--- src/hdl/qau_pkg.sv ---
// Package for the quaternion arithmetic unit: widths, record types and helpers.
// Depends on nothing; every other file of the unit refers to it by scoped names.
`timescale 1ns / 1ps

package qau_pkg;

  // Component format and chain lengths.
  localparam int COMP_WIDTH   = 16;
  localparam int FRAC_BITS    = 14;
  localparam int CORDIC_STEPS = 16;
  localparam int ANGLE_WIDTH  = 16;

  // CORDIC datapath width (Q30 values plus headroom) and step index width.
  localparam int CW  = 34;
  localparam int CIW = (CORDIC_STEPS > 1) ? $clog2(CORDIC_STEPS) : 1;

  // Angle handling widths.
  localparam int HW = ANGLE_WIDTH + 2;
  localparam int ZW = HW + 27;

  // Q30 constants: radians per degree (the 1/128 degree input is shifted down after the multiply), CORDIC start gain.
  localparam longint DEG_RAD_Q30   = 18740331;
  localparam longint CORDIC_X0_Q30 = 652032874;

  // Rounded sine and cosine width.
  localparam int CSW = COMP_WIDTH + 2;

  // Normalization widths.
  localparam int PW        = 2 * COMP_WIDTH - 1;
  localparam int SW        = PW + 2;
  localparam int RW        = SW + 1;
  localparam int QW        = 2 * FRAC_BITS + 1;
  localparam int RSW       = QW + 1;
  localparam int DIV_STEPS = 2 * FRAC_BITS;
  localparam int SQ_STEPS  = FRAC_BITS + 1;
  localparam int SIW       = $clog2(SQ_STEPS);

  // Width used for sums before saturation.
  localparam int SATW = 2 * COMP_WIDTH + 8;

  // Operation codes.
  localparam logic [1:0] MODE_MUL  = 2'd0;
  localparam logic [1:0] MODE_NORM = 2'd1;
  localparam logic [1:0] MODE_AXIS = 2'd2;

  // Item record that travels along the whole pipeline.
  typedef struct packed {
    logic                       valid;
    logic [1:0]                 mode;
    logic [3:0][COMP_WIDTH-1:0] a;
    logic [3:0][COMP_WIDTH-1:0] prod;
    logic                       pclip;
    logic                       vclip;
    logic                       zero;
    logic [3:0]                 neg;
  } qau_tag_t;

  // CORDIC cell state.
  typedef struct packed {
    logic signed [CW-1:0] x;
    logic signed [CW-1:0] y;
    logic signed [CW-1:0] z;
    logic                 flip;
  } qau_cor_t;

  // Divider cell state, four lanes sharing one divisor.
  typedef struct packed {
    logic [SW-1:0]         s;
    logic [3:0][RW-1:0]    rem;
    logic [3:0][QW-1:0]    q;
  } qau_div_t;

  // Square root cell state, four lanes.
  typedef struct packed {
    logic [3:0][QW-1:0]  x;
    logic [3:0][RSW-1:0] res;
  } qau_sqr_t;

  // Saturated component with its clip flag.
  typedef struct packed {
    logic [COMP_WIDTH-1:0] val;
    logic                  clip;
  } qau_sat_t;

  // Clip a wide signed value to the component range.
  function automatic qau_sat_t qau_sat(input logic signed [SATW-1:0] v);
    logic signed [SATW-1:0] hi;
    logic signed [SATW-1:0] lo;
    qau_sat_t               r;
    hi = SATW'((64'sd1 <<< (COMP_WIDTH - 1)) - 64'sd1);
    lo = -hi - SATW'(1);
    if (v > hi) begin
      r.val  = hi[COMP_WIDTH-1:0];
      r.clip = 1'b1;
    end else if (v < lo) begin
      r.val  = lo[COMP_WIDTH-1:0];
      r.clip = 1'b1;
    end else begin
      r.val  = v[COMP_WIDTH-1:0];
      r.clip = 1'b0;
    end
    return r;
  endfunction

  // Arctangent of 2^-i in Q30; small angles take the shift form.
  function automatic logic signed [CW-1:0] qau_atan(input logic [CIW-1:0] i);
    logic signed [CW-1:0] r;
    logic [5:0]           sa;
    sa = 6'd30 - 6'(i);
    case (i)
      CIW'(0):  r = CW'(64'sd843314857);
      CIW'(1):  r = CW'(64'sd497837829);
      CIW'(2):  r = CW'(64'sd263043837);
      CIW'(3):  r = CW'(64'sd133525159);
      CIW'(4):  r = CW'(64'sd67021687);
      CIW'(5):  r = CW'(64'sd33543516);
      CIW'(6):  r = CW'(64'sd16775851);
      CIW'(7):  r = CW'(64'sd8388437);
      CIW'(8):  r = CW'(64'sd4194283);
      CIW'(9):  r = CW'(64'sd2097149);
      CIW'(10): r = CW'(64'sd1048576);
      default: begin
        if (6'(i) <= 6'd30) begin
          r = CW'(64'd1 << sa);
        end else begin
          r = '0;
        end
      end
    endcase
    return r;
  endfunction

endpackage

--- src/hdl/qau_div_cell.sv ---
// One restoring division step for four lanes that share a divisor.
// Depends on qau_pkg for the record types.
`timescale 1ns / 1ps

module qau_div_cell (
  input  logic              clk_i,
  input  logic              rst_ni,
  input  qau_pkg::qau_tag_t tag_i,
  input  qau_pkg::qau_div_t div_i,
  output qau_pkg::qau_tag_t tag_o,
  output qau_pkg::qau_div_t div_o
);

  qau_pkg::qau_div_t div_d;
  qau_pkg::qau_div_t div_q;
  qau_pkg::qau_tag_t tag_q;

  // Shift the remainder, try the subtract, and shift the quotient bit in.
  always_comb begin
    logic [qau_pkg::RW-1:0] rem2;
    logic                   ge;
    div_d.s   = div_i.s;
    div_d.rem = div_i.rem;
    div_d.q   = div_i.q;
    for (int i = 0; i < 4; i++) begin
      rem2 = {div_i.rem[i][qau_pkg::RW-2:0], 1'b0};
      ge   = (rem2 >= qau_pkg::RW'(div_i.s));
      div_d.rem[i] = ge ? (rem2 - qau_pkg::RW'(div_i.s)) : rem2;
      div_d.q[i]   = {div_i.q[i][qau_pkg::QW-2:0], ge};
    end
  end

  always_ff @(posedge clk_i or negedge rst_ni) begin
    if (!rst_ni) begin
      tag_q <= '0;
      div_q <= '0;
    end else begin
      tag_q <= tag_i;
      div_q <= div_d;
    end
  end

  assign tag_o = tag_q;
  assign div_o = div_q;

endmodule

--- config.mk ---
export PLATFORM = sky130hd
export DESIGN_NAME = qau_div_cell
export DESIGN_NICKNAME = d
export VERILOG_FILES = /design/src/hdl/qau_pkg.sv /design/src/hdl/qau_div_cell.sv
export SDC_FILE = /design/constraint.sdc
export NUM_CORES = 1
export LEC_CHECK = 0
export CAP_MARGIN = 40
export CORE_AREA = 8 8 325 327
export DETAILED_ROUTE_END_ITERATION = 12
export DIE_AREA = 0 0 333 335
export DONT_BUFFER_PORTS = 1
export PLACE_DENSITY_LB_ADDON = 0.25
export SLEW_MARGIN = 25
export SYNTH_ARGS = -nofsm -noshare
export SYNTH_HDL_FRONTEND = slang
export SYNTH_SLANG_ARGS = --single-unit
--- constraint.sdc ---
create_clock -name clk_i -period 0.8 [get_ports clk_i]
set_input_delay 0.12 -clock clk_i [delete_from_list [all_inputs] [get_ports clk_i]]
set_output_delay 0.12 -clock clk_i [all_outputs]
set_load 0.05 [all_outputs]
After elaboration in Yosys (flattened, before gate mapping):

Cells that the tools add are included.

* add/sub/neg operators: 4
* order comparisons: 4
* multiplexer cells: 4

Operators with widths (number)
* $ge 34x33->1: 4
* $mux 34: 4
* $sub 34x33->34: 4

* register bits: 423
* input port bits: 425
* output and inout port bits: 423
* logic and storage cells: 35

Depth between registers and ports, before layout:

* depth in word-level cells: 2
* mapped depth: 14
* mapped depth without buffers: 12

Worst setup path after synthesis:

Ideal clock, no wire load.

* kind: input -> register
* from: input div_i[254] (netlist name)
* to: register div_q, in the netlist div_o[227]
* setup time: 0.125 ns
* arrival time: 2.610 ns
* required time: 0.675 ns
* path slack: -1.935 ns
* stages: 12
* path buffers: 2
* path through: inv_1 -> ha_1 -> nor2b_4 -> o31a_1 -> o31a_1 -> o31a_1 -> a21oi_2 -> a31oi_1 -> a2111o_1 -> buf_6 -> buf_8 -> mux2_4

RTL lines
* from (decl): RTL line qau_div_cell.sv:9 `input qau_pkg::qau_div_t div_i,`
* to (signal assigned): RTL line qau_div_cell.sv:39 `div_q <= div_d;`
* to (decl): RTL line qau_div_cell.sv:15 `qau_pkg::qau_div_t div_q;`

==> impl_metrics.toml <==
[finish]
final_nets = 3889
fin_util_pct = 44.0
stdcell_area_um2 = 44300
drive_gt1_share_pct = 43.4
area.growth.synth_to_final_pct = 127
fillCellCount = 9017

[setup_path]
cp_data_required_time_ns = 1.30
cpMaxStageDelayCell = "a2111o_2"
path_cells = "clkinvlp_4 > ha_4 > nor2b_4 > o31a_1 > o31a_1 > o31a_1 > a21oi_2 > buf_4 > a31oi_4 > a2111o_2 > buf_12 > mux2_4"
cp_top_family = "compound AO/OA/AOI/OAI gates"
critical_path_arrival_ns = 2.82
cp.buffers_inverters = 3
crit_fanout = 20
cp.depth = 12
cp-end-kind = "flop"
crit_path_frequent_cell = "o31a_1"
path_class = "primary input to flop"
cpPeakStageDelay_ns = 0.42
startpoint_type = "primary input"

[clocking]
cts_tree = "built"
cts_buffer_depth = 3
cts.htree.levels = 2
cts_root_buf = "clkbuf_16"
cts_made_buffers = 55
clock-sinks = 423
cts.clk_slew.worst_paths_ns = 0.06

[run]
cap_violations = 0

[timing]
fmax_mhz = 430
finalHoldViolCount = 479
worst_pin_slew_ns = 2.42
setup_viol_count_final = 732
period_minus_slack_ns = 2.33
min_period_over_period_pct = 291
setup_ws_ns = -1.53
rsz0062_at_grt = "yes"
slew_viol_final = 269
hold_ws_ns = -0.835
slew-limit-headroom_pct = -61.4

[drt]
wirelength_um = 124000
drt-initial-drc-count = 813
drc = 0
vias = 20800
via_per_inst = 4.43
dr.pass1.iters = 5
ant_nets = 0
wire_per_inst_um = 26.4

[floorplan]
dieArea_um2 = 112000
die_x_um = 333
rows = 117
io_pins = 848
coreArea_um2 = 101000
die_h_um = 335
initial_utilization_pct = 19.4

[status]
violations = "negative hold slack, max-slew violations, negative setup slack"
status = "complete, but fails checks"

[synth]
synth.yosys.seq_area_share_pct = 54.1
yosys.area.top_type = "dfrtp_1"
ys_warn_count = 0
synth-seq-cells = 423
synth_area_leaders = "dfrtp_1 (54%), ha_1 (8.4%), a21oi_1 (4.5%), a21o_1 (3.4%), o21ai_0 (2.9%)"
synth_area_per_cell_um2 = 10.9
synthFlopType = "dfrtp_1"
synth_edf_count = 0
synthArstFlopShare_pct = 100
syn-cell-area_um2 = 19600
syn_nets = 2358
yosys.area.top_type_share_pct = 54.1
syn_inst = 1797
yosysUniqueCellTypes = 75

[global_route]
grt_max_degree = 424
grt_pass1_wl_um = 171000
antenna_found_initial = 44
grt_overflow = 0
grt_pass1_vias = 22500
grtUsageTotal_pct = 21.1

[pwr]
powerDensity_nw_per_um2 = 1990
leakagePower_uw = 0.0198
ir_drop_mv = 1.67

[placement]
place_hpwl_um = 94100
placed_area_um2 = 33500
place.gp.congestion = 0.915
io_buffers = 0

[min_path]
hp-class = "primary input to asynchronous set/reset pin"
## registers in the layout (all words and copies together), names as in the netlist
name / count
div_o: 285
tag_o: 138
## power breakdown
group          internal, uW  switching [uW]
Combinational         18200           18200
Clock                 15400           10700
Sequential            23600            2070
## cell usage after synthesis (4+ instances only)
cell type and count:
a211oi_1 16, a21boi_0 4, a21o_1 89, a21oi_1 176, a311oi_1 4, a31oi_1 17, and2_1 7, and3_1 13
buf_2 16, clkbuf_1 50, dfrtp_1 423, fa_1 4, ha_1 132, inv_1 73, mux2_2 15, mux2_4 8
nand2_1 127, nand2b_1 14, nand3_1 40, nand4_1 30, nor2_1 117, nor2b_1 21, nor3_1 17, nor3b_1 5
nor4_1 6, o211ai_1 8, o21a_1 19, o21ai_0 115, o21ai_1 5, o21bai_1 18, o311a_1 4, o311ai_0 4
o31ai_1 11, or3_1 4, xnor2_1 61, xor2_1 52
## cell type report
type	count	area, um^2	share of cell area, %
well taps	1309	1640	3.70
clock buffers	69	1500	3.38
repair buffers	1545	19100	43.2
clock inverters	33	403	0.909
diodes	21	52.6	0.119
inverters	74	352	0.793
flip-flops and latches	423	10600	23.9
multi-input cells	1229	10600	24.0
## through the flow
| step | instances | TNS, ns | setup slack [ns] | hold WS, ns | power (uW) |
|---|---|---|---|---|---|
| 2_1_floorplan | 1797 | -212.96 | -1.78 | -0.176 | 39400 |
| 3_3_place_gp | 3943 | -283.49 | -2.25 | -0.155 | 56300 |
| 3_5_place_dp | 3943 | -286.95 | -2.23 | -0.158 | 56400 |
| 4_1_cts | 4627 | -434.95 | -1.45 | -0.883 | 88200 |
| 5_1_grt | 4697 | -437.93 | -1.52 | -0.892 | 91800 |
| 6_report | 4703 | -440.34 | -1.53 | -0.835 | 88100 |
## routing by layer
layer / GRT usage (%) / up-vias / share of wire, %
li1: - / 9490 / -
met1: 21.9 / 10400 / 36
met2: 39.4 / 756 / 53
met3: 7.35 / 197 / 8.0
met4: 6.84 / 6 / 3.7
met5: 0 / - / 0.033
## layout by cell type, fill, tap and decap left out, drive strengths merged, types with 40 or more instances in the layout
cell type and instances:
dlygate4sd3 536, dfrtp 423, a21o 89, inv 62, xnor2 61, nor2 117, o21ai 120, ha 132
clkbuf 72, a21oi 177, nand3 40, xor2 52, buf 993, nand2 127
## repair_timing
item | 4_1_cts | 5_1_grt
pin swaps | 94 | 77
cloned | 15 | 3
hold buffers | 515 | 33
setup endpoints to repair | 563 | 563
buffers inserted | 57 | 27
gates resized for setup | 354 | 182
endpoints found under the hold margin | 843 | 509
## final timing paths
path	to	slack, ns	startpoint
max in group asynchronous	div_o[229]	-0.45	rst_ni
hold / removal	div_o[198]	-0.83	rst_ni
setup / recovery	div_o[237]	-1.53	div_i[254]
min in group clk_i	div_o[252]	-0.50	div_i[252]
## cells by family (layout without fill, tap and decap cells)
logic type | count (synthesis) | after routing | synth area share (%)
other cells | 0 | 21 | 0
flops | 423 | 423 | 54.1
compound gates | 540 | 540 | 17.4
mux | 24 | 24 | 1.53
buf+inv | 145 | 1721 | 3.02
xor+xnor | 113 | 113 | 5.06
simple gates | 416 | 416 | 10.0
fa+ha+maj | 136 | 136 | 8.86
No activity file was read; power rests on OpenSTA's default activity.
