### config.mk
export PLATFORM = sky130hd
export DESIGN_NAME = qau_sqrt_cell
export DESIGN_NICKNAME = d
export VERILOG_FILES = /design/src/hdl/qau_pkg.sv /design/src/hdl/qau_sqrt_cell.sv
export SDC_FILE = /design/constraint.sdc
export NUM_CORES = 1
export LEC_CHECK = 0
export ABC_CLOCK_PERIOD_IN_PS = 800
export BUFFER_PORTS_ARGS = -buffer_cell sky130_fd_sc_hd__buf_2
export CORE_ASPECT_RATIO = 0.6
export CORE_MARGIN = 2
export CORE_UTILIZATION = 25
export CTS_BUF_LIST = sky130_fd_sc_hd__clkbuf_4 sky130_fd_sc_hd__clkbuf_8 sky130_fd_sc_hd__clkbuf_16
export DETAILED_ROUTE_END_ITERATION = 7
export GPL_TIMING_DRIVEN = 0
export PLACE_DENSITY = 0.55
export SYNTH_ARGS = -nofsm -noshare
export SYNTH_HDL_FRONTEND = slang
export SYNTH_SLANG_ARGS = --single-unit
### constraint.sdc
create_clock -name clk_i -period 0.8 [get_ports clk_i]
set_input_delay 0.04 -clock clk_i [delete_from_list [all_inputs] [get_ports clk_i]]
set_output_delay 0.04 -clock clk_i [all_outputs]
set_load 0.01 [all_outputs]
### src/hdl/qau_pkg.sv
// Package for the quaternion arithmetic unit: widths, record types and helpers.
// Depends on nothing; every other file of the unit refers to it by scoped names.
`timescale 1ns / 1ps

package qau_pkg;

  // Component format and chain lengths.
  localparam int COMP_WIDTH   = 16;
  localparam int FRAC_BITS    = 14;
  localparam int CORDIC_STEPS = 16;
  localparam int ANGLE_WIDTH  = 16;

  // CORDIC datapath width (Q30 values plus headroom) and step index width.
  localparam int CW  = 34;
  localparam int CIW = (CORDIC_STEPS > 1) ? $clog2(CORDIC_STEPS) : 1;

  // Angle handling widths.
  localparam int HW = ANGLE_WIDTH + 2;
  localparam int ZW = HW + 27;

  // Q30 constants: radians per degree (the 1/128 degree input is shifted down after the multiply), CORDIC start gain.
  localparam longint DEG_RAD_Q30   = 18740331;
  localparam longint CORDIC_X0_Q30 = 652032874;

  // Rounded sine and cosine width.
  localparam int CSW = COMP_WIDTH + 2;

  // Normalization widths.
  localparam int PW        = 2 * COMP_WIDTH - 1;
  localparam int SW        = PW + 2;
  localparam int RW        = SW + 1;
  localparam int QW        = 2 * FRAC_BITS + 1;
  localparam int RSW       = QW + 1;
  localparam int DIV_STEPS = 2 * FRAC_BITS;
  localparam int SQ_STEPS  = FRAC_BITS + 1;
  localparam int SIW       = $clog2(SQ_STEPS);

  // Width used for sums before saturation.
  localparam int SATW = 2 * COMP_WIDTH + 8;

  // Operation codes.
  localparam logic [1:0] MODE_MUL  = 2'd0;
  localparam logic [1:0] MODE_NORM = 2'd1;
  localparam logic [1:0] MODE_AXIS = 2'd2;

  // Item record that travels along the whole pipeline.
  typedef struct packed {
    logic                       valid;
    logic [1:0]                 mode;
    logic [3:0][COMP_WIDTH-1:0] a;
    logic [3:0][COMP_WIDTH-1:0] prod;
    logic                       pclip;
    logic                       vclip;
    logic                       zero;
    logic [3:0]                 neg;
  } qau_tag_t;

  // CORDIC cell state.
  typedef struct packed {
    logic signed [CW-1:0] x;
    logic signed [CW-1:0] y;
    logic signed [CW-1:0] z;
    logic                 flip;
  } qau_cor_t;

  // Divider cell state, four lanes sharing one divisor.
  typedef struct packed {
    logic [SW-1:0]         s;
    logic [3:0][RW-1:0]    rem;
    logic [3:0][QW-1:0]    q;
  } qau_div_t;

  // Square root cell state, four lanes.
  typedef struct packed {
    logic [3:0][QW-1:0]  x;
    logic [3:0][RSW-1:0] res;
  } qau_sqr_t;

  // Saturated component with its clip flag.
  typedef struct packed {
    logic [COMP_WIDTH-1:0] val;
    logic                  clip;
  } qau_sat_t;

  // Clip a wide signed value to the component range.
  function automatic qau_sat_t qau_sat(input logic signed [SATW-1:0] v);
    logic signed [SATW-1:0] hi;
    logic signed [SATW-1:0] lo;
    qau_sat_t               r;
    hi = SATW'((64'sd1 <<< (COMP_WIDTH - 1)) - 64'sd1);
    lo = -hi - SATW'(1);
    if (v > hi) begin
      r.val  = hi[COMP_WIDTH-1:0];
      r.clip = 1'b1;
    end else if (v < lo) begin
      r.val  = lo[COMP_WIDTH-1:0];
      r.clip = 1'b1;
    end else begin
      r.val  = v[COMP_WIDTH-1:0];
      r.clip = 1'b0;
    end
    return r;
  endfunction

  // Arctangent of 2^-i in Q30; small angles take the shift form.
  function automatic logic signed [CW-1:0] qau_atan(input logic [CIW-1:0] i);
    logic signed [CW-1:0] r;
    logic [5:0]           sa;
    sa = 6'd30 - 6'(i);
    case (i)
      CIW'(0):  r = CW'(64'sd843314857);
      CIW'(1):  r = CW'(64'sd497837829);
      CIW'(2):  r = CW'(64'sd263043837);
      CIW'(3):  r = CW'(64'sd133525159);
      CIW'(4):  r = CW'(64'sd67021687);
      CIW'(5):  r = CW'(64'sd33543516);
      CIW'(6):  r = CW'(64'sd16775851);
      CIW'(7):  r = CW'(64'sd8388437);
      CIW'(8):  r = CW'(64'sd4194283);
      CIW'(9):  r = CW'(64'sd2097149);
      CIW'(10): r = CW'(64'sd1048576);
      default: begin
        if (6'(i) <= 6'd30) begin
          r = CW'(64'd1 << sa);
        end else begin
          r = '0;
        end
      end
    endcase
    return r;
  endfunction

endpackage

### src/hdl/qau_sqrt_cell.sv
// One digit of a bitwise integer square root for four lanes.
// Depends on qau_pkg for the record types.
`timescale 1ns / 1ps

module qau_sqrt_cell (
  input  logic                    clk_i,
  input  logic                    rst_ni,
  input  logic [qau_pkg::SIW-1:0] step_i,
  input  qau_pkg::qau_tag_t       tag_i,
  input  qau_pkg::qau_sqr_t       sqr_i,
  output qau_pkg::qau_tag_t       tag_o,
  output qau_pkg::qau_sqr_t       sqr_o
);

  logic [qau_pkg::RSW-1:0] bitv;
  qau_pkg::qau_sqr_t       sqr_d;
  qau_pkg::qau_sqr_t       sqr_q;
  qau_pkg::qau_tag_t       tag_q;

  // The trial bit is a power of four that falls by one digit per cell.
  assign bitv = qau_pkg::RSW'(1) << (2 * (qau_pkg::FRAC_BITS - int'(step_i)));

  always_comb begin
    logic [qau_pkg::RSW-1:0] trial;
    sqr_d = sqr_i;
    for (int i = 0; i < 4; i++) begin
      trial = sqr_i.res[i] + bitv;
      if (qau_pkg::RSW'(sqr_i.x[i]) >= trial) begin
        sqr_d.x[i]   = sqr_i.x[i] - trial[qau_pkg::QW-1:0];
        sqr_d.res[i] = (sqr_i.res[i] >> 1) + bitv;
      end else begin
        sqr_d.res[i] = sqr_i.res[i] >> 1;
      end
    end
  end

  always_ff @(posedge clk_i or negedge rst_ni) begin
    if (!rst_ni) begin
      tag_q <= '0;
      sqr_q <= '0;
    end else begin
      tag_q <= tag_i;
      sqr_q <= sqr_d;
    end
  end

  assign tag_o = tag_q;
  assign sqr_o = sqr_q;

endmodule

## Word level (Yosys, flattened, before mapping)

Cells that the tools add are included.
Widths: inputs -> output; s select.

- Muxes and demuxes: 8
- Add/subtract/negate cells: 13
- Shifts and indexed selects: 1
- Magnitude comparators: 4

Operators with widths:

| cell | count |
|---|---|
| $add 29x30->30 | 4 |
| $add 30x30->30 | 4 |
| $ge 29x30->1 | 4 |
| $mux 30 | 4 |
| $mux 29 | 4 |
| $sub 29x29->29 | 4 |
| $shl 1x32->30 const A | 1 |
| $sub 4x4->5 const A | 1 |

- Output and inout bits: 374
- Bits in registers: 374
- Bits of input ports: 380

## Longest topological paths before layout

- Depth after elaboration: 5
- Depth in mapped cells: 29

## Least setup slack after synthesis

No wires, ideal clock.

- Kind: input port to flip-flop
- Start point: in step_i[0] (netlist bit)
- End point: reg sqr_q, in the netlist sqr_o[161]
- Setup time: 128 ps
- Arrival: 5,240 ps
- Stages: 23
- Path slack: -4,567 ps
- Cell sequence: ha_1 buf_2 nor4b_1 ha_1 nand2_1 nor2_1 a221oi_1 a2111oi_2 o31ai_2 nor2b_1 xor2_1 ha_1 a21oi_1 o21bai_1 a21oi_1 o21bai_1 a21oi_1 nor3b_1 a21oi_1 nand2b_1 buf_2 buf_4 mux2_1

RTL lines:

| item | line | RTL |
|---|---|---|
| from (decl) | qau_sqrt_cell.sv:8 | `input logic [qau_pkg::SIW-1:0] step_i,` |
| to (signal assigned) | qau_sqrt_cell.sv:43 | `sqr_q <= sqr_d;` |
| to (decl) | qau_sqrt_cell.sv:17 | `qau_pkg::qau_sqr_t sqr_q;` |

==> results.toml <==
[outcome]
status = "finished, violations left"
failed_checks = "hold timing, setup timing"

[timing]
setup_tns_ns = -1049.81
slew-limit-headroom = 0.157
final_min_period_over_clock_period = 6.05
grt_setup_unrepaired = "yes"
report.final.hold_viol_count = 106
slew_violations = 0
report.final.setup_viol = 716
final_critical_path_setup_slack_ns = -4.04
measured_slew_at_the_worst_slew_check_pin_ns = 1.26
max_clock_freq_ghz = 0.207
fin_hold_ws_ns = -0.528
finalCriticalPeriod_ns = 4.84

[synthesis]
synthArstFlopShare = 1.00
synth_nets = 3166
count_of_warnings_emitted_by_yosys = 0
synthFlopType = "sky130_fd_sc_hd__dfrtp_1"
post_synth.cell_area_avg_um2 = 9.77
synth_cells = 2545
seq_total_area_yosys = 0.376
synth.distinct_cells = 94
number_of_storage_elements_in_the_synthesis_netlist = 374
synth_area_um2 = 24900
synth-edff-count = 0

[floorplanning]
floorplan.io_pins = 754
coreArea_um2 = 98400
die_height_um = 248
chipWidth_um = 411
initial_core_util = 0.253
placementRows = 89
die_area_um2 = 102000

[clock_tree]
clockBufferDepth = 3
clock_tree_from_tritoncts = "yes"
ctsRootBufferMaster = "sky130_fd_sc_hd__clkbuf_16"
cts.reportedPaths.clkPinSlew_ns = 0.07
htree_levels = 2
numCtsBuffers = 41
clock-sinks = 374

[route]
antenna_violating_nets_post_route = 0
routed_wire_length_per_instance_um = 22.0
drt_iter0_drc = 1805
dr.pass1.iters = 5
drc_errors = 0
vias = 25810
route.final.wire_length_mm = 117
via_per_inst = 4.88

[critical_path]
path_class = "primary input to flip-flop"
element_type_at_the_critical_path_start = "primary input"
cp_slowest_cell = "sky130_fd_sc_hd__a221o_1"
cp_data_required_time_ns = 1.26
worst_path_dominant_cell_family = "compound AO/OA/AOI/OAI gates"
arrival_time_reported_for_the_critical_path_endpoint_ns = 5.30
critical_path.max_fanout = 6
timing.critical_path.to_type = "flip-flop"
critical_path_buf_inv_count = 8
slowest_stage_delay_cp_ns = 0.37

[finish]
nets = 4546
area_growth_pct = 67.7
layout-drive-gt1-share = 0.415
post_layout_nonfiller_instances = 5288

[place]
count_of_port_buffers_added_during_placement = 749
gpl_congestion = 0.899
preCtsSetupSlack_ns = -6.17
dp_hpwl_mm = 82.7
placedCellCount = 4623

[global_routing]
grt_pass1_vias = 24950
first_pass_grt_wire_length_mm = 163
overall_overflow_remaining_after_global_route = 0
grt_use_total = 0.213
maximum_number_of_pins_on_one_net_before_global_route_repair = 107
grt_antenna_before_repair = 31

[run]
timing.max_cap.violations = 0

[pwr]
total_leakage_power_nw = 18.8
power_per_cell_area_nw_per_um2 = 1610
peakVddDrop_mv = 1.37
design_power_total_mw = 67.2

[hold_path]
min_path_type = "primary input to asynchronous set/reset pin"
layout by cell type (no fill, tap or decap), drive strengths merged, types with 7 or more instances in the layout:
cell,netlist,layout
a211oi,21,21
a21boi,10,10
a21o,47,47
a21oi,167,167
a31o,23,23
a31oi,85,85
and2,17,17
and3,21,21
buf,39,999
clkbuf,19,80
dfrtp,374,374
diode,0,15
dlygate4sd3,0,369
ha,237,237
inv,60,66
maj3,9,9
mux2,100,100
nand2,224,224
nand2b,25,25
nand3,37,37
nand4,37,37
nor2,176,176
nor2b,47,47
nor3,57,57
nor3b,11,11
nor4,14,14
o211ai,9,9
o21a,18,18
o21ai,172,172
o21bai,36,36
o31ai,25,25
or3,7,7
xnor2,171,171
xor2,144,144
how the worst max path moves through the flow:
stage / startpoint / slack [ns] / end / cells past startpoint
6_report: step_i[0] / -4.04 / sqr_o[150]$_DFF_PN0_ / 31
5_1_grt: step_i[0] / -4.20 / sqr_o[61]$_DFF_PN0_ / 30
4_1_cts: step_i[0] / -3.94 / sqr_o[212]$_DFF_PN0_ / 27
3_5_place_dp: step_i[3] / -6.17 / sqr_o[97]$_DFF_PN0_ / 21
3_3_place_gp: rst_ni / -8.27 / sqr_o[119]$_DFF_PN0_ / 1
2_1_floorplan: step_i[0] / -3.92 / sqr_o[135]$_DFF_PN0_ / 26
flip-flops by register name, indices dropped and copies added, names as in the netlist:
name / cells
sqr_o: 236
tag_o: 138
metal layers:
layer	track usage	wire (um)	up-vias
li1	-	-	12058
met1	0.302	54400	12733
met2	0.334	52100	844
met3	0.0399	7130	155
met4	0.0490	2720	20
met5	0	105	-
report_power, final:
group | total [mW] | internal (mW) | switching [mW]
clock network | 20.4 | 11.5 | 8.90
logic | 25.6 | 12.1 | 13.5
registers | 21.1 | 20.6 | 0.536
Yosys cell counts, types with 46 or more instances:
library cell                n  area, um2
sky130_fd_sc_hd__a31oi_1   84        526
sky130_fd_sc_hd__nor2b_1   46        288
sky130_fd_sc_hd__inv_1     60        225
sky130_fd_sc_hd__dfrtp_1  374       9360
sky130_fd_sc_hd__mux2_1    48        541
sky130_fd_sc_hd__a21oi_1  167        836
sky130_fd_sc_hd__nand2_1  224        841
sky130_fd_sc_hd__mux2_2    48        541
sky130_fd_sc_hd__nor2_1   175        657
sky130_fd_sc_hd__xor2_1   142       1240
sky130_fd_sc_hd__nor3_1    49        245
sky130_fd_sc_hd__a21o_1    47        353
sky130_fd_sc_hd__ha_1     237       2970
sky130_fd_sc_hd__xnor2_1  170       1490
sky130_fd_sc_hd__o21ai_0  166        831
stage by stage:
stage | hold slack, ns | area [um2] | util
3_3_place_gp | 0.148 | 31300 | 0.318
3_5_place_dp | 0.115 | 31500 | 0.320
5_1_grt | -0.501 | 41700 | 0.423
4_1_cts | -0.536 | 39500 | 0.402
2_1_floorplan | -0.256 | 25900 | -
6_report | -0.528 | 41700 | 0.424
area by class of cell:
cell class | count | area [um2]
clock buffer | 53 | 1140
sequential | 374 | 9360
fill | 9503 | 56700
buffer | 52 | 739
inverter | 60 | 225
multi-input combinational | 2053 | 18200
tap | 1319 | 1650
timing repair buffer | 1343 | 10100
antenna | 15 | 37.5
clock inverter | 19 | 250
repair_timing:
action | CTS | global route
hold endpoints to repair | 465 | 95
endpoints found under the setup margin | 716 | 716
hold buffers | 368 | 1
gates cloned | 13 | 13
setup buffers | 134 | 69
pin swaps | 130 | 125
resized for setup | 306 | 345
cell families (layout without fill, tap and decap cells):
kind of cell / count (synthesis) / after routing / synth area share
AND/OR/NAND/NOR: 699 / 699 / 0.136
AO/OA/AOI/OAI: 683 / 683 / 0.178
flip-flops: 374 / 374 / 0.376
XOR/XNOR: 315 / 315 / 0.112
adder cells (fa/ha/maj): 250 / 250 / 0.126
buffers and inverters: 118 / 1527 / 0.0228
multiplexers: 106 / 106 / 0.0483
other: 0 / 15 / 0
Note: power is estimated with default switching activity, not from simulation.
