==> src/hdl/qau_pkg.sv <==
// Package for the quaternion arithmetic unit: widths, record types and helpers.
// Depends on nothing; every other file of the unit refers to it by scoped names.
`timescale 1ns / 1ps

package qau_pkg;

  // Component format and chain lengths.
  localparam int COMP_WIDTH   = 16;
  localparam int FRAC_BITS    = 14;
  localparam int CORDIC_STEPS = 16;
  localparam int ANGLE_WIDTH  = 16;

  // CORDIC datapath width (Q30 values plus headroom) and step index width.
  localparam int CW  = 34;
  localparam int CIW = (CORDIC_STEPS > 1) ? $clog2(CORDIC_STEPS) : 1;

  // Angle handling widths.
  localparam int HW = ANGLE_WIDTH + 2;
  localparam int ZW = HW + 27;

  // Q30 constants: radians per degree (the 1/128 degree input is shifted down after the multiply), CORDIC start gain.
  localparam longint DEG_RAD_Q30   = 18740331;
  localparam longint CORDIC_X0_Q30 = 652032874;

  // Rounded sine and cosine width.
  localparam int CSW = COMP_WIDTH + 2;

  // Normalization widths.
  localparam int PW        = 2 * COMP_WIDTH - 1;
  localparam int SW        = PW + 2;
  localparam int RW        = SW + 1;
  localparam int QW        = 2 * FRAC_BITS + 1;
  localparam int RSW       = QW + 1;
  localparam int DIV_STEPS = 2 * FRAC_BITS;
  localparam int SQ_STEPS  = FRAC_BITS + 1;
  localparam int SIW       = $clog2(SQ_STEPS);

  // Width used for sums before saturation.
  localparam int SATW = 2 * COMP_WIDTH + 8;

  // Operation codes.
  localparam logic [1:0] MODE_MUL  = 2'd0;
  localparam logic [1:0] MODE_NORM = 2'd1;
  localparam logic [1:0] MODE_AXIS = 2'd2;

  // Item record that travels along the whole pipeline.
  typedef struct packed {
    logic                       valid;
    logic [1:0]                 mode;
    logic [3:0][COMP_WIDTH-1:0] a;
    logic [3:0][COMP_WIDTH-1:0] prod;
    logic                       pclip;
    logic                       vclip;
    logic                       zero;
    logic [3:0]                 neg;
  } qau_tag_t;

  // CORDIC cell state.
  typedef struct packed {
    logic signed [CW-1:0] x;
    logic signed [CW-1:0] y;
    logic signed [CW-1:0] z;
    logic                 flip;
  } qau_cor_t;

  // Divider cell state, four lanes sharing one divisor.
  typedef struct packed {
    logic [SW-1:0]         s;
    logic [3:0][RW-1:0]    rem;
    logic [3:0][QW-1:0]    q;
  } qau_div_t;

  // Square root cell state, four lanes.
  typedef struct packed {
    logic [3:0][QW-1:0]  x;
    logic [3:0][RSW-1:0] res;
  } qau_sqr_t;

  // Saturated component with its clip flag.
  typedef struct packed {
    logic [COMP_WIDTH-1:0] val;
    logic                  clip;
  } qau_sat_t;

  // Clip a wide signed value to the component range.
  function automatic qau_sat_t qau_sat(input logic signed [SATW-1:0] v);
    logic signed [SATW-1:0] hi;
    logic signed [SATW-1:0] lo;
    qau_sat_t               r;
    hi = SATW'((64'sd1 <<< (COMP_WIDTH - 1)) - 64'sd1);
    lo = -hi - SATW'(1);
    if (v > hi) begin
      r.val  = hi[COMP_WIDTH-1:0];
      r.clip = 1'b1;
    end else if (v < lo) begin
      r.val  = lo[COMP_WIDTH-1:0];
      r.clip = 1'b1;
    end else begin
      r.val  = v[COMP_WIDTH-1:0];
      r.clip = 1'b0;
    end
    return r;
  endfunction

  // Arctangent of 2^-i in Q30; small angles take the shift form.
  function automatic logic signed [CW-1:0] qau_atan(input logic [CIW-1:0] i);
    logic signed [CW-1:0] r;
    logic [5:0]           sa;
    sa = 6'd30 - 6'(i);
    case (i)
      CIW'(0):  r = CW'(64'sd843314857);
      CIW'(1):  r = CW'(64'sd497837829);
      CIW'(2):  r = CW'(64'sd263043837);
      CIW'(3):  r = CW'(64'sd133525159);
      CIW'(4):  r = CW'(64'sd67021687);
      CIW'(5):  r = CW'(64'sd33543516);
      CIW'(6):  r = CW'(64'sd16775851);
      CIW'(7):  r = CW'(64'sd8388437);
      CIW'(8):  r = CW'(64'sd4194283);
      CIW'(9):  r = CW'(64'sd2097149);
      CIW'(10): r = CW'(64'sd1048576);
      default: begin
        if (6'(i) <= 6'd30) begin
          r = CW'(64'd1 << sa);
        end else begin
          r = '0;
        end
      end
    endcase
    return r;
  endfunction

endpackage

==> src/hdl/qau_cordic_cell.sv <==
// One rotation-mode CORDIC iteration with its output register.
// Depends on qau_pkg for the record types and the arctangent table.
`timescale 1ns / 1ps

module qau_cordic_cell (
  input  logic                    clk_i,
  input  logic                    rst_ni,
  input  logic [qau_pkg::CIW-1:0] step_i,
  input  qau_pkg::qau_tag_t       tag_i,
  input  qau_pkg::qau_cor_t       cor_i,
  output qau_pkg::qau_tag_t       tag_o,
  output qau_pkg::qau_cor_t       cor_o
);

  logic signed [qau_pkg::CW-1:0] x;
  logic signed [qau_pkg::CW-1:0] y;
  logic signed [qau_pkg::CW-1:0] z;
  logic signed [qau_pkg::CW-1:0] at;
  qau_pkg::qau_cor_t             cor_d;
  qau_pkg::qau_cor_t             cor_q;
  qau_pkg::qau_tag_t             tag_q;

  assign x  = cor_i.x;
  assign y  = cor_i.y;
  assign z  = cor_i.z;
  assign at = qau_pkg::qau_atan(step_i);

  // Rotate toward zero residual angle; shifts are floor shifts.
  always_comb begin
    cor_d.flip = cor_i.flip;
    if (!z[qau_pkg::CW-1]) begin
      cor_d.x = x - (y >>> step_i);
      cor_d.y = y + (x >>> step_i);
      cor_d.z = z - at;
    end else begin
      cor_d.x = x + (y >>> step_i);
      cor_d.y = y - (x >>> step_i);
      cor_d.z = z + at;
    end
  end

  always_ff @(posedge clk_i or negedge rst_ni) begin
    if (!rst_ni) begin
      tag_q <= '0;
      cor_q <= '0;
    end else begin
      tag_q <= tag_i;
      cor_q <= cor_d;
    end
  end

  assign tag_o = tag_q;
  assign cor_o = cor_q;

endmodule

==> config.mk <==
export PLATFORM = sky130hd
export DESIGN_NAME = qau_cordic_cell
export DESIGN_NICKNAME = d
export VERILOG_FILES = /design/src/hdl/qau_pkg.sv /design/src/hdl/qau_cordic_cell.sv
export SDC_FILE = /design/constraint.sdc
export NUM_CORES = 1
export LEC_CHECK = 0
export ABC_CLOCK_PERIOD_IN_PS = 800
export BUFFER_PORTS_ARGS = -buffer_cell sky130_fd_sc_hd__buf_2
export CAP_MARGIN = 15
export CELL_PAD_IN_SITES_DETAIL_PLACEMENT = 2
export CELL_PAD_IN_SITES_GLOBAL_PLACEMENT = 2
export CORE_MARGIN = 2
export CORE_UTILIZATION = 32
export DETAILED_ROUTE_END_ITERATION = 7
export PLACE_DENSITY_LB_ADDON = 0.08
export SLEW_MARGIN = 20
export SYNTH_ARGS = -nofsm -noshare
export SYNTH_HDL_FRONTEND = slang
export SYNTH_SLANG_ARGS = --single-unit
export TNS_END_PERCENT = 1
==> constraint.sdc <==
create_clock -name clk_i -period 0.8 [get_ports clk_i]
set_input_delay 0.04 -clock clk_i [delete_from_list [all_inputs] [get_ports clk_i]]
set_output_delay 0.04 -clock clk_i [all_outputs]
set_load 0.02 [all_outputs]
==> results of run 1 <==
## cells by family after synthesis
kind of cell | after synthesis | share of synthesized area (%)
AOI/OAI and AO/OA | 528 | 19.5
muxes | 157 | 13.3
xor gates and xnor gates | 157 | 8.00
adders and majority gates | 105 | 7.69
buffers and inverters | 141 | 3.97
and+or+nand+nor | 451 | 12.7
DFF | 241 | 34.7
## timing repair
| action | CTS |
|---|---|
| resized for setup | 401 |
| buffers inserted | 29 |
| endpoints found under the setup margin | 343 |
| hold buffers | 140 |
| hold endpoints to repair | 415 |
| gates cloned | 2 |
| pin swaps | 78 |
## stage by stage
stage | utilization [%] | std cells
after floorplan | - | 1780
after global placement | 47.4 | 3548
after detailed placement | 47.4 | 3548
after CTS | 55.1 | 3773
## metal layers
layer | global-route usage, % | GRT overflow
met5 | 20.0 | 1
met4 | 83.1 | 190
met3 | 58.9 | 5
met2 | 96.5 | 184
met1 | 74.2 | 4
==> summary.md, run 1 <==
| Metric | Value |
|---|---|
| Mapped Nets | 2132 |
| Ys Warns | 0 |
| Clk root buf | clkbuf_16 |
| Inserted Clock Buffers | 29 |
| Post-synthesis cell count | 1780 |
| Post-synth top cells | dfrtp_1, a21oi_1, nand2_1 |
| Grt repair worst endpoint | cor_o[62]$_DFF_PN0_/D |
| Die height | 237 um |
| Tot GR Track Use | 76.8% |
| Setup WS pre-CTS | -4.39 ns |
| Most numerous cell in the Yosys netlist | dfrtp_1 |
| Clock Tree Buf Depth | 3 |
| Synth Flop Type | dfrtp_1 |
| Synth cell types | 91 |
| EDFF count, synth | 0 |
| Gpl congestion | 0.942 |
| Dominant cell type by area after synthesis | dfrtp_1 |
| Run Error | [ERROR GRT-0232] Routing congestion too high. Check the congestion heatmap in the GUI. |
| Async S/R FF share, synth | 100% |
| DP Area | 0.0255 sq mm |
| Area contributors post-synth | dfrtp_1, ha_1, mux4_2 |
| H-tree levels | 1 |
| #FFs+latches synth | 241 |
| Post-synthesis instance area | 0.0174 sq mm |
| Worst_ep kind | register data pin |
| Outcome | aborted with a tool error |
| Grt ovf | 384 |
| Row count | 85 |
| Post-synthesis sequential area ratio | 34.7% |
| Top cell type's share of synthesized area | 34.7% |
| Initial antenna violation count | 16 |
| Input/output buffers | 487 |
| Clk sink count | 241 |
| Largest net degree at the start of global routing | 46 |
| Die Width | 237 um |
| Exit stage | global routing (5_1_grt) |
| I/O pin total | 488 |
| DP Wirelength | 74700 um |
| Post-Syn Area per Cell | 9.76 sq um |
| Starting density of the core | 32.3% |
==> run 2: changes to the inputs <==
--- a/config.mk
+++ b/config.mk
@@ -8,12 +8,10 @@
 export ABC_CLOCK_PERIOD_IN_PS = 800
 export BUFFER_PORTS_ARGS = -buffer_cell sky130_fd_sc_hd__buf_2
 export CAP_MARGIN = 15
-export CELL_PAD_IN_SITES_DETAIL_PLACEMENT = 2
-export CELL_PAD_IN_SITES_GLOBAL_PLACEMENT = 2
 export CORE_MARGIN = 2
-export CORE_UTILIZATION = 32
+export CORE_UTILIZATION = 40
 export DETAILED_ROUTE_END_ITERATION = 7
-export PLACE_DENSITY_LB_ADDON = 0.08
+export PLACE_DENSITY_LB_ADDON = 0.15
 export SLEW_MARGIN = 20
 export SYNTH_ARGS = -nofsm -noshare
 export SYNTH_HDL_FRONTEND = slang
==> run 2 against run 1 <==
Against the previous run:
- the flow now finishes, with violations (negative hold slack, negative setup slack)
- synthesized cell count unchanged
- synthesized area unchanged
==> summary.md, run 2 <==
| Metric | Value |
|---|---|
| Row count | 76 (-11%) |
| Slew HR | 59.4% |
| Final setup violation count | 342 |
| DR iter-0 viols | 1459 |
| Fin area | 0.0300 sq mm |
| WL per Instance | 21.2 um |
| Mapped Nets | 2132 (unchanged) |
| Area contributors post-synth | dfrtp_1, ha_1, mux4_2 |
| First-pass GRT wire length | 115000 um |
| Crit path launch type | input port |
| Hold_ws | -0.243 ns |
| Die Width | 212 um (-10%) |
| Post-DR vias/cell | 5.37 |
| Vias in the first global route | 20100 |
| Setup WS pre-CTS | -4.16 ns (+0.231 ns) |
| CTS tree | done |
| Synth cell types | 91 (unchanged) |
| Max stage delay on crit path | 0.37 ns |
| RSZ-0062 raised after global routing | true |
| Post-Syn Area per Cell | 9.76 sq um (unchanged) |
| PnR worst setup slack | -3.06 ns |
| Final core utilization | 69.7% |
| Most frequent cells in the layout | buf_4, buf_2, dfrtp_1, dlygate4sd3_1, nand2_1 |
| Max reg flops | 138 |
| FMAX | 0.259 GHz |
| Via count | 19800 |
| Core region area | 0.0430 sq mm |
| Die area | 0.0451 sq mm |
| Input/output buffers | 487 (unchanged) |
| Share of cells above drive strength 1 | 51.5% |
| Total design power | 59.8 mW |
| WL final | 78000 um |
| Max Cap Viol | 0 |
| Worst-Margin Slew | 0.594 ns |
| Post-synthesis instance area | 0.0174 sq mm (unchanged) |
| Clock Tree Buf Depth | 3 (unchanged) |
| Final period demand of the worst path | 3.86 ns |
| Clock slew at reported path FFs | 0.06 ns |
| Failing checks | negative hold slack, negative setup slack |
| DP Area | 0.0252 sq mm (-1.0%) |
| Die height | 212 um (-10%) |
| Crit path DAT | 4.30 ns |
| Post-DRT Antenna Nets | 0 |
| P_leak | 14.4 nW |
| Ys Warns | 0 (unchanged) |
| Worst hold path type | in -> reg |
| Inserted Clock Buffers | 27 (-6.9%) |
| H-tree levels | 1 (unchanged) |
| CP delay by family, top | compound AO/OA/AOI/OAI gates |
| Crit path cell chain | buf_16, mux2i_4, mux4_2, nor2_2, a221oi_4, ha_4, inv_2, nor4b_4, nand3_2, nor2_4, a21oi_2, xnor2_1, ha_1, a21oi_2, o21bai_2, a2111oi_2, o21a_4, o31ai_4, a21oi_2, o211ai_1, o41ai_2, xor3_1 |
| Fin. Hold Viols | 40 |
| # fillers | 3348 |
| Leading cell type in the layout, fill and taps excluded | buf_4 |
| Outcome | finished with violations |
| Dominant cell type by area after synthesis | dfrtp_1 |
| Post-synthesis sequential area ratio | 34.7% (unchanged) |
| Largest net degree at the start of global routing | 56 |
| Net count reported at finish | 3415 |
| Tcrit/Tclk final | 483% |
| Gpl congestion | 1.03 (+8.9%) |
| Critical path endpoint category | register |
| Critical path class | in -> reg |
| Buf/Inv on CP | 2 |
| #FFs+latches synth | 241 (unchanged) |
| Pwr/cell area | 2000 mW/mm^2 |
| Hold-fix buffers, CTS | 140 (unchanged) |
| Grt ovf | 0 |
| Final Slew Violations | 0 |
| DP Wirelength | 58900 um (-21%) |
| Max VDD drop | 0.00230 V |
| Top cell type's share of synthesized area | 34.7% (unchanged) |
| Crit path top cell by count | a21oi_2 |
| Crit-path max FO | 8 |
| Starting density of the core | 40.4% (+8.1 points) |
| Synth Flop Type | dfrtp_1 |
| EDFF count, synth | 0 (unchanged) |
| Clk root buf | clkbuf_16 |
| Clk sink count | 241 (unchanged) |
| TritonRoute pass-1 iters | 6 |
| I/O pin total | 488 (unchanged) |
| Async S/R FF share, synth | 100% (unchanged) |
| Tot GR Track Use | 33.2% |
| Most numerous cell in the Yosys netlist | dfrtp_1 |
| CP max-delay cell | a2111oi_2 |
| Drt drc | 0 |
| Initial antenna violation count | 10 |
| Area delta synth->final | 72.5% |
| Post-synthesis cell count | 1780 (unchanged) |
| Required time worst endpoint | 1.23 ns |
| Post-synth top cells | dfrtp_1, a21oi_1, nand2_1 |
[run 2: layer usage]
layer | wire length [um] | global-route usage (%) | up-vias
li1 | - | - | 9169
met1 | 31600 | 41.9 | 9574
met2 | 37700 | 57.0 | 847
met3 | 5920 | 5.85 | 174
met4 | 2840 | 12.1 | 4
met5 | 23 | 0 | -
[run 2: stage by stage]
| step | instances | setup TNS [ns] |
|---|---|---|
| finish | 3679 | -310.96 |
| global route | 3674 | -333.37 |
| CTS | 3655 | -309.29 |
| detailed placement | 3426 | -326.69 |
| global placement | 3426 | -323.87 |
| floorplan | 1780 | -294.04 |
[run 2: final timing paths]
check	startpoint	endpoint	slack (ns)	cells past startpoint
worst min-delay path	cor_i[1]	cor_o[1]	-0.24	2
max in group asynchronous	rst_ni	cor_o[49]	0.29	3
worst max-delay path	step_i[3]	cor_o[102]	-3.06	22
min in group asynchronous	rst_ni	tag_o[51]	-0.08	2
[run 2: cell type report]
cell class,count,area (sq um),area share [%]
Sequential cell,241,6030,20.1
Tap cell,585,732,2.44
Clock buffer,35,776,2.59
Inverter,51,194,0.647
Multi-Input combinational cell,1398,11900,39.6
Antenna cell,10,25.0,0.0835
Timing Repair Buffer,1344,10100,33.8
Clock inverter,15,198,0.660
[run 2: power breakdown]
part	internal, mW	total, mW	switching [mW]
clock network	7.93	13.3	5.36
registers	14.6	15.6	0.948
logic	15.0	30.9	16.0
total	37.5	59.8	22.3
[run 2: cells by family (layout without fill, tap and decap cells)]
kind of cell	count (synthesis)	in the layout	share of synthesized area (%)
xor+xnor	157	157	8.00
compound gates	528	528	19.5
buf+inv	141	1445	3.97
flops	241	241	34.7
other cells	0	10	0
fa+ha+maj	105	105	7.69
mux	157	157	13.3
simple gates	451	451	12.7
[run 2: what timing repair did]
item | CTS | global route
pin swaps | 108 | 60
gates resized for setup | 321 | 189
endpoints found under the setup margin | 343 | 343
gates cloned | 5 | 0
setup buffers | 37 | 14
endpoints found under the hold margin | 417 | 37
No activity file was read; power rests on OpenSTA's default activity.
==> run 3: changes to the inputs <==
--- a/config.mk
+++ b/config.mk
@@ -12,6 +12,7 @@
 export CORE_UTILIZATION = 40
 export DETAILED_ROUTE_END_ITERATION = 7
 export PLACE_DENSITY_LB_ADDON = 0.15
+export REMOVE_ABC_BUFFERS = 1
 export SLEW_MARGIN = 20
 export SYNTH_ARGS = -nofsm -noshare
 export SYNTH_HDL_FRONTEND = slang
==> run 3 against run 2 <==
Against the previous run:
- the run still ends with negative hold slack, negative setup slack left
- die area did not move
- count of clock-buffer cells in the layout decreased by 2
- final cell count is 0.54% lower
- global-route usage grew 2.0 points
- total power increased by 0.99%
- maximum frequency decreased by 1.6%
- design area is 0.16% lower
- via count up 2.0%
- sequential power about the same
==> summary.md, run 3 (synthesis gave the netlist of run 2 again) <==
| Metric | Value |
|---|---|
| Outcome | finished with violations |
| Failing checks | negative hold slack, negative setup slack |
| Clock slew at reported path FFs | 0.06 ns (about the same) |
| Max Cap Viol | 0 (unchanged) |
| Critical path class | in -> reg |
| Clk root buf | clkbuf_16 |
| Sum of routed wire segments on met1 | 34200 um (+8.2%) |
| Worst hold path type | in -> reg |
| Input/output buffers | 487 (unchanged) |
| I/O pin total | 488 (unchanged) |
| Met3 Routed Length | 6920 um (+17%) |
| Top Metal Used | met5 |
| Hold_sp | cor_i[1] |
| Tcrit/Tclk final | 491% (+8.1 points) |
| Drt drc | 0 (unchanged) |
| Final core utilization | 69.6% (-0.11 points) |
| Via count | 20200 (+2.0%) |
| First-pass GRT wire length | 121000 um (+4.8%) |
| Hold_ws | -0.289 ns (-0.0458 ns) |
| FMAX | 0.255 GHz (-1.6%) |
| TritonRoute pass-1 iters | 5 (-1) |
| Leading cell type in the layout, fill and taps excluded | buf_4 |
| Crit path launch type | input port |
| P_leak | 14.3 nW (-0.43%) |
| Starting density of the core | 40.4% (unchanged) |
| RSZ-0062 raised after global routing | true |
| Crit path DAT | 4.37 ns (+0.07 ns) |
| Pwr/cell area | 2020 mW/mm^2 (+1.1%) |
| Largest net degree at the start of global routing | 39 (-30%) |
| DP Wirelength | 62100 um (+5.4%) |
| Final Slew Violations | 0 (unchanged) |
| Core region area | 0.0430 sq mm (unchanged) |
| WL final | 85100 um (+9.1%) |
| Die area | 0.0451 sq mm (unchanged) |
| Met2 wire len | 38500 um (+2.1%) |
| Die Width | 212 um (unchanged) |
| Gpl congestion | 0.985 (-4.1%) |
| WL per Instance | 23.3 um (+9.7%) |
| Worst hold stages | 2 (unchanged) |
| Final period demand of the worst path | 3.93 ns (+0.0645 ns) |
| Hold Crit Endpoint | cor_o[1] |
| Row count | 76 (unchanged) |
| Clock Tree Buf Depth | 3 (unchanged) |
| Final setup violation count | 342 (unchanged) |
| CTS tree | done |
| Clk sink count | 241 (unchanged) |
| Max VDD drop | 0.00191 V (-17%) |
| Share of cells above drive strength 1 | 49.6% (-1.9 points) |
| Area delta synth->final | 72.2% |
| Post-DRT Antenna Nets | 0 (unchanged) |
| Net count reported at finish | 3399 (-0.47%) |
| Critical path endpoint category | register |
| Crit-path max FO | 7 (-1) |
| H-tree levels | 1 (unchanged) |
| PnR worst setup slack | -3.13 ns (-0.0645 ns) |
| Initial antenna violation count | 10 (unchanged) |
| Setup_tns | -309.17 ns (+1.78 ns) |
| Die height | 212 um (unchanged) |
| Slew HR | 62.4% (+3.0 points) |
| Tot GR Track Use | 35.3% (+2.0 points) |
| Worst-Margin Slew | 0.549 ns (-0.0445 ns) |
| Required time worst endpoint | 1.24 ns (about the same) |
| Max reg flops | 138 (unchanged) |
| Vias in the first global route | 20300 (+0.63%) |
| Grt ovf | 0 (unchanged) |
| Fin. Hold Viols | 43 (+7.5%) |
| Hold-fix buffers, CTS | 140 (unchanged) |
| DR iter-0 viols | 1489 (+2.1%) |
| Inserted Clock Buffers | 27 (unchanged) |
| Most frequent cells in the layout | buf_4, buf_2, dfrtp_1, buf_6, dlygate4sd3_1 |
| Post-DR vias/cell | 5.51 (+2.6%) |
==> run 3: changes by cell type in the layout (fill, tap and decap cells not counted), moves of 4 or more <==
cell     previous run  this run
nor2_1            104       114
a21oi_1           109       128
buf_12             19        14
and2_1             10        15
o21ai_0            70        80
a21oi_2            47        31
nand2_2             4         9
buf_6              86       160
buf_4             676       664
and2_4              6         2
nor2_2             18         9
o21ai_2            13         4
nand2_1           122       118
buf_2             412       341
==> run 3: final cells by class <==
| cell class | instances | area, sq um |
|---|---|---|
| inverters | 51 | 194 |
| diodes | 8 | 20.0 |
| repair buffers | 1328 | 10400 |
| clock buffers | 33 | 738 |
| well taps | 585 | 732 |
| multi-input cells | 1398 | 11600 |
| fillers | 3338 | 13100 |
| clock inverters | 15 | 219 |
| flip-flops and latches | 241 | 6030 |
==> run 3: stage by stage <==
stage	cells	setup slack, ns	power, mW	cell area (sq um)	hold slack, ns
finish	3659	-3.13	60.4	29900	-0.289
global placement	3425	-4.22	41.5	25100	-0.0724
global route	3658	-3.27	63.2	29900	-0.291
floorplan	1690	-4.04	28.6	16900	-0.256
detailed placement	3425	-4.18	41.7	25100	-0.0688
CTS	3633	-3.18	57.8	28800	-0.301
==> run 3: per-layer routing <==
layer / vias to the layer above / track usage (%)
met5: - / 0
met1: 9803 / 45.5
met4: 8 / 17.2
met2: 951 / 57.6
met3: 274 / 5.82
li1: 9129 / -
==> run 3: critical path: stages <==
cell      delay [ns]
buf_12          0.13
buf_12          0.13
buf_4           0.13
mux2i_2         0.26
buf_4           0.16
o32a_1          0.22
nand4_1         0.24
nor4b_4         0.40
nand3_2         0.16
buf_6           0.16
nor3_4          0.13
buf_6           0.13
buf_4           0.10
a31oi_1         0.08
xnor2_1         0.14
ha_1            0.31
a21o_1          0.17
a21oi_2         0.17
a21oi_1         0.11
o221ai_2        0.23
buf_4           0.17
a21oi_2         0.06
a21o_1          0.20
a211oi_2        0.24
nor3_1          0.08
==> run 3: worst max-delay path by stage <==
| stage | start | slack, ns | end |
|---|---|---|---|
| floorplan | step_i[0] | -4.04 | cor_o[102] |
| global placement | step_i[0] | -4.22 | cor_o[67] |
| detailed placement | step_i[0] | -4.18 | cor_o[67] |
| CTS | step_i[3] | -3.18 | cor_o[102] |
| global route | step_i[1] | -3.27 | cor_o[97] |
| finish | step_i[1] | -3.13 | cor_o[95] |
==> run 3: power breakdown <==
part           switching [mW]  total (mW)  internal [mW]
clock                    5.49        13.7           8.18
sequential               1.16        15.8           14.6
combinational            16.0        30.9           14.9
total                    22.6        60.4           37.8
==> run 3: timing repair <==
item / CTS / global route
gates resized for setup: 357 / 231
setup endpoints to repair: 343 / 342
endpoints found under the hold margin: 411 / 39
pin swaps: 57 / 80
buffers inserted: 19 / 18
gates cloned: 1 / 2
==> run 4: changes to the inputs <==
--- a/config.mk
+++ b/config.mk
@@ -5,10 +5,10 @@
 export SDC_FILE = /design/constraint.sdc
 export NUM_CORES = 1
 export LEC_CHECK = 0
+export ABC_AREA = 1
 export ABC_CLOCK_PERIOD_IN_PS = 800
 export BUFFER_PORTS_ARGS = -buffer_cell sky130_fd_sc_hd__buf_2
 export CAP_MARGIN = 15
-export CORE_MARGIN = 2
 export CORE_UTILIZATION = 40
 export DETAILED_ROUTE_END_ITERATION = 7
 export PLACE_DENSITY_LB_ADDON = 0.15
==> run 4 against run 3 <==
Against the previous run:
- the run still ends with negative hold slack, negative setup slack left
- total power is 8.5% higher
- sequential power hardly changed
- synthesized cell count up 39%
- count of clock-buffer cells in the layout fell by 1
- non-clock buffer count rose by 89
- sequential share of layout area decreased by 1.9 points
- final cell count is 22% higher
- clock power fell by 5%
==> summary.md, run 4 <==
| Metric | Value |
|---|---|
| Outcome | finished with violations |
| Failing checks | negative hold slack, negative setup slack |
| WL per Instance | 21.2 um (-8.7%) |
| Post-synthesis sequential area ratio | 34.2% (-0.57 points) |
| Area contributors post-synth | dfrtp_1, nand2_1, nand3_1 |
| CP delay by family, top | simple AND/OR/NAND/NOR gates |
| Critical path endpoint category | register |
| Final setup violation count | 343 (+0.29%) |
| Critical path class | in -> reg |
| Async S/R FF share, synth | 100% (unchanged) |
| Crit path DAT | 3.92 ns (-0.45 ns) |
| Dominant cell type by area after synthesis | dfrtp_1 |
| Core region area | 0.0433 sq mm (+0.66%) |
| Max reg flops | 138 (unchanged) |
| H-tree levels | 1 (unchanged) |
| DP Area | 0.0260 sq mm (+3.3%) |
| Crit path top cell by count | buf_4 |
| DR iter-0 viols | 2024 (+36%) |
| Share of cells above drive strength 1 | 51.5% (+1.9 points) |
| Slew HR | 67.5% (+5.1 points) |
| Tot GR Track Use | 36.7% (+1.4 points) |
| Die Width | 212 um (-0.12%) |
| Hold Crit Endpoint | cor_o[1] |
| WL final | 94700 um (+11%) |
| Clk root buf | clkbuf_16 |
| #FFs+latches synth | 241 (unchanged) |
| I/O pin total | 488 (unchanged) |
| Most Crowded Layer GR | met2 |
| Final Slew Violations | 0 (unchanged) |
| Vias in the first global route | 23100 (+14%) |
| PnR worst setup slack | -2.69 ns (+0.440 ns) |
| Post-synth top cells | nand2_1, nand3_1, dfrtp_1 |
| Top cell type's share of synthesized area | 34.2% (-0.57 points) |
| Clock Tree Buf Depth | 3 (unchanged) |
| Via count | 24200 (+20%) |
| Final period demand of the worst path | 3.49 ns (-0.440 ns) |
| Die height | 212 um (-0.12%) |
| Clk sink count | 241 (unchanged) |
| Post-DR vias/cell | 5.42 (-1.7%) |
| Max Cap Viol | 0 (unchanged) |
| TritonRoute pass-1 iters | 6 (+1) |
| # fillers | 3010 (-9.8%) |
| Met2 Use GR | 62.3% (+4.7 points) |
| Initial antenna violation count | 6 (-4) |
| Tcrit/Tclk final | 436% (-55 points) |
| Input/output buffers | 487 (unchanged) |
| Ys Warns | 0 (unchanged) |
| Row count | 76 (unchanged) |
| Net count reported at finish | 4205 (+24%) |
| First-pass GRT wire length | 127000 um (+5.2%) |
| Max stage delay on crit path | 0.28 ns (-0.12 ns) |
| CTS tree | done |
| Pwr/cell area | 1990 mW/mm^2 (-1.7%) |
| Crit path launch | step_i[1] |
| Leading cell type in the layout, fill and taps excluded | buf_4 |
| Total design power | 65.5 mW (+8.5%) |
| Synth Flop Type | dfrtp_1 |
| Area delta synth->final | 86.9% |
| Clock slew at reported path FFs | 0.06 ns (about the same) |
| Post-synthesis cell count | 2479 (+39%) |
| RSZ-0062 raised after global routing | true |
| CP max-delay cell | ha_4 |
| Die area | 0.0450 sq mm (-0.24%) |
| Setup WS pre-CTS | -3.46 ns (+0.717 ns) |
| P_leak | 16.5 nW (+15%) |
| Fin. Hold Viols | 21 (-51%) |
| Worst-Margin Slew | 0.482 ns (-0.0671 ns) |
| Most numerous cell in the Yosys netlist | nand2_1 |
| Hold-fix buffers, CTS | 140 (unchanged) |
| Starting density of the core | 40.8% (+0.41 points) |
| Required time worst endpoint | 1.24 ns (about the same) |
| Most frequent cells in the layout | buf_4, nand2_1, buf_2, dfrtp_1, nand3_1 |
| Synth cell types | 46 (-49%) |
| Footprint of the multi-input gates | 0.0135 sq mm (+16%) |
| M3 GR Usage | 6.96% (+1.1 points) |
| Crit-path max FO | 8 (+1) |
| Fin area | 0.0330 sq mm (+10%) |
| Gpl congestion | 0.985 (about the same) |
| Drt drc | 0 (unchanged) |
| Sequential Area | 0.00604 sq mm (+0.12%) |
| Post-Syn Area per Cell | 7.12 sq um (-27%) |
| Worst hold path type | in -> reg |
| Max VDD drop | 0.00261 V (+36%) |
| Post-DRT Antenna Nets | 0 (unchanged) |
| Setup_tns | -271.40 ns (+37.77 ns) |
| Crit path launch type | input port |
| Hold_ws | -0.270 ns (+0.0185 ns) |
| Hold_sp | cor_i[1] |
| GR Layer Usage met1 | 44.5% (-1.0 points) |
| FMAX | 0.287 GHz (+13%) |
| Inserted Clock Buffers | 26 (-3.7%) |
| DP Wirelength | 64200 um (+3.3%) |
| Grt ovf | 0 (unchanged) |
| Buf/Inv on CP | 9 (+1) |
| Worst hold stages | 2 (unchanged) |
| Post-synthesis instance area | 0.0177 sq mm (+1.7%) |
| Largest net degree at the start of global routing | 59 (+51%) |
| EDFF count, synth | 0 (unchanged) |
-- run 4: through the flow --
step           util [%]  instances
3_3_place_gp       60.0       4185
3_5_place_dp       60.0       4185
4_1_cts            70.6       4418
2_1_floorplan         -       2408
6_report           76.3       4462
5_1_grt            76.3       4461
-- run 4: worst max-delay path by stage --
stage | end | slack [ns] | cells after the start
6_report | cor_o[95] | -2.69 | 27
5_1_grt | cor_o[83] | -2.80 | 26
4_1_cts | cor_o[102] | -2.14 | 32
3_5_place_dp | cor_o[32] | -3.46 | 25
3_3_place_gp | cor_o[32] | -3.46 | 25
2_1_floorplan | cor_o[25] | -3.03 | 15
-- run 4: cells by family (layout without fill, tap and decap cells) --
family | Yosys count | after routing | synth area share [%]
flip-flops | 241 | 241 | 34.2
XOR/XNOR | 150 | 150 | 7.44
buffers and inverters | 285 | 1679 | 6.70
other | 0 | 4 | 0
AO/OA/AOI/OAI | 323 | 323 | 10.6
AND/OR/NAND/NOR | 1375 | 1375 | 33.6
adder cells (fa/ha/maj) | 105 | 105 | 7.57
-- run 4: power by group --
group	total, mW	switching, mW	leakage, nW	internal (mW)
Combinational	36.7	20.2	13.3	16.5
Sequential	15.8	1.14	2.80	14.7
Clock	13.0	5.45	0.447	7.59
-- run 4: cell type report --
type                       count  area share [%]
multi-input combinational   1953            40.9
timing repair buffer        1417            33.3
sequential                   241            18.3
inverter                     214            2.51
tap                          585            2.22
clock buffer                  32            2.13
clock inverter                16           0.625
antenna                        4          0.0303
-- run 4: repair_timing --
| item | 4_1_cts | 5_1_grt |
|---|---|---|
| resized for setup | 481 | 553 |
| endpoints found under the hold margin | 400 | 19 |
| endpoints found under the setup margin | 343 | 343 |
| pin swaps | 123 | 196 |
| cloned | 5 | 3 |
| setup buffers | 40 | 40 |
-- run 4: metal layers --
layer	up-vias	part of all wire, %
met4	6	6.9
met5	-	0.041
met1	11300	37
met3	458	9.1
met2	1415	47
li1	10900	-
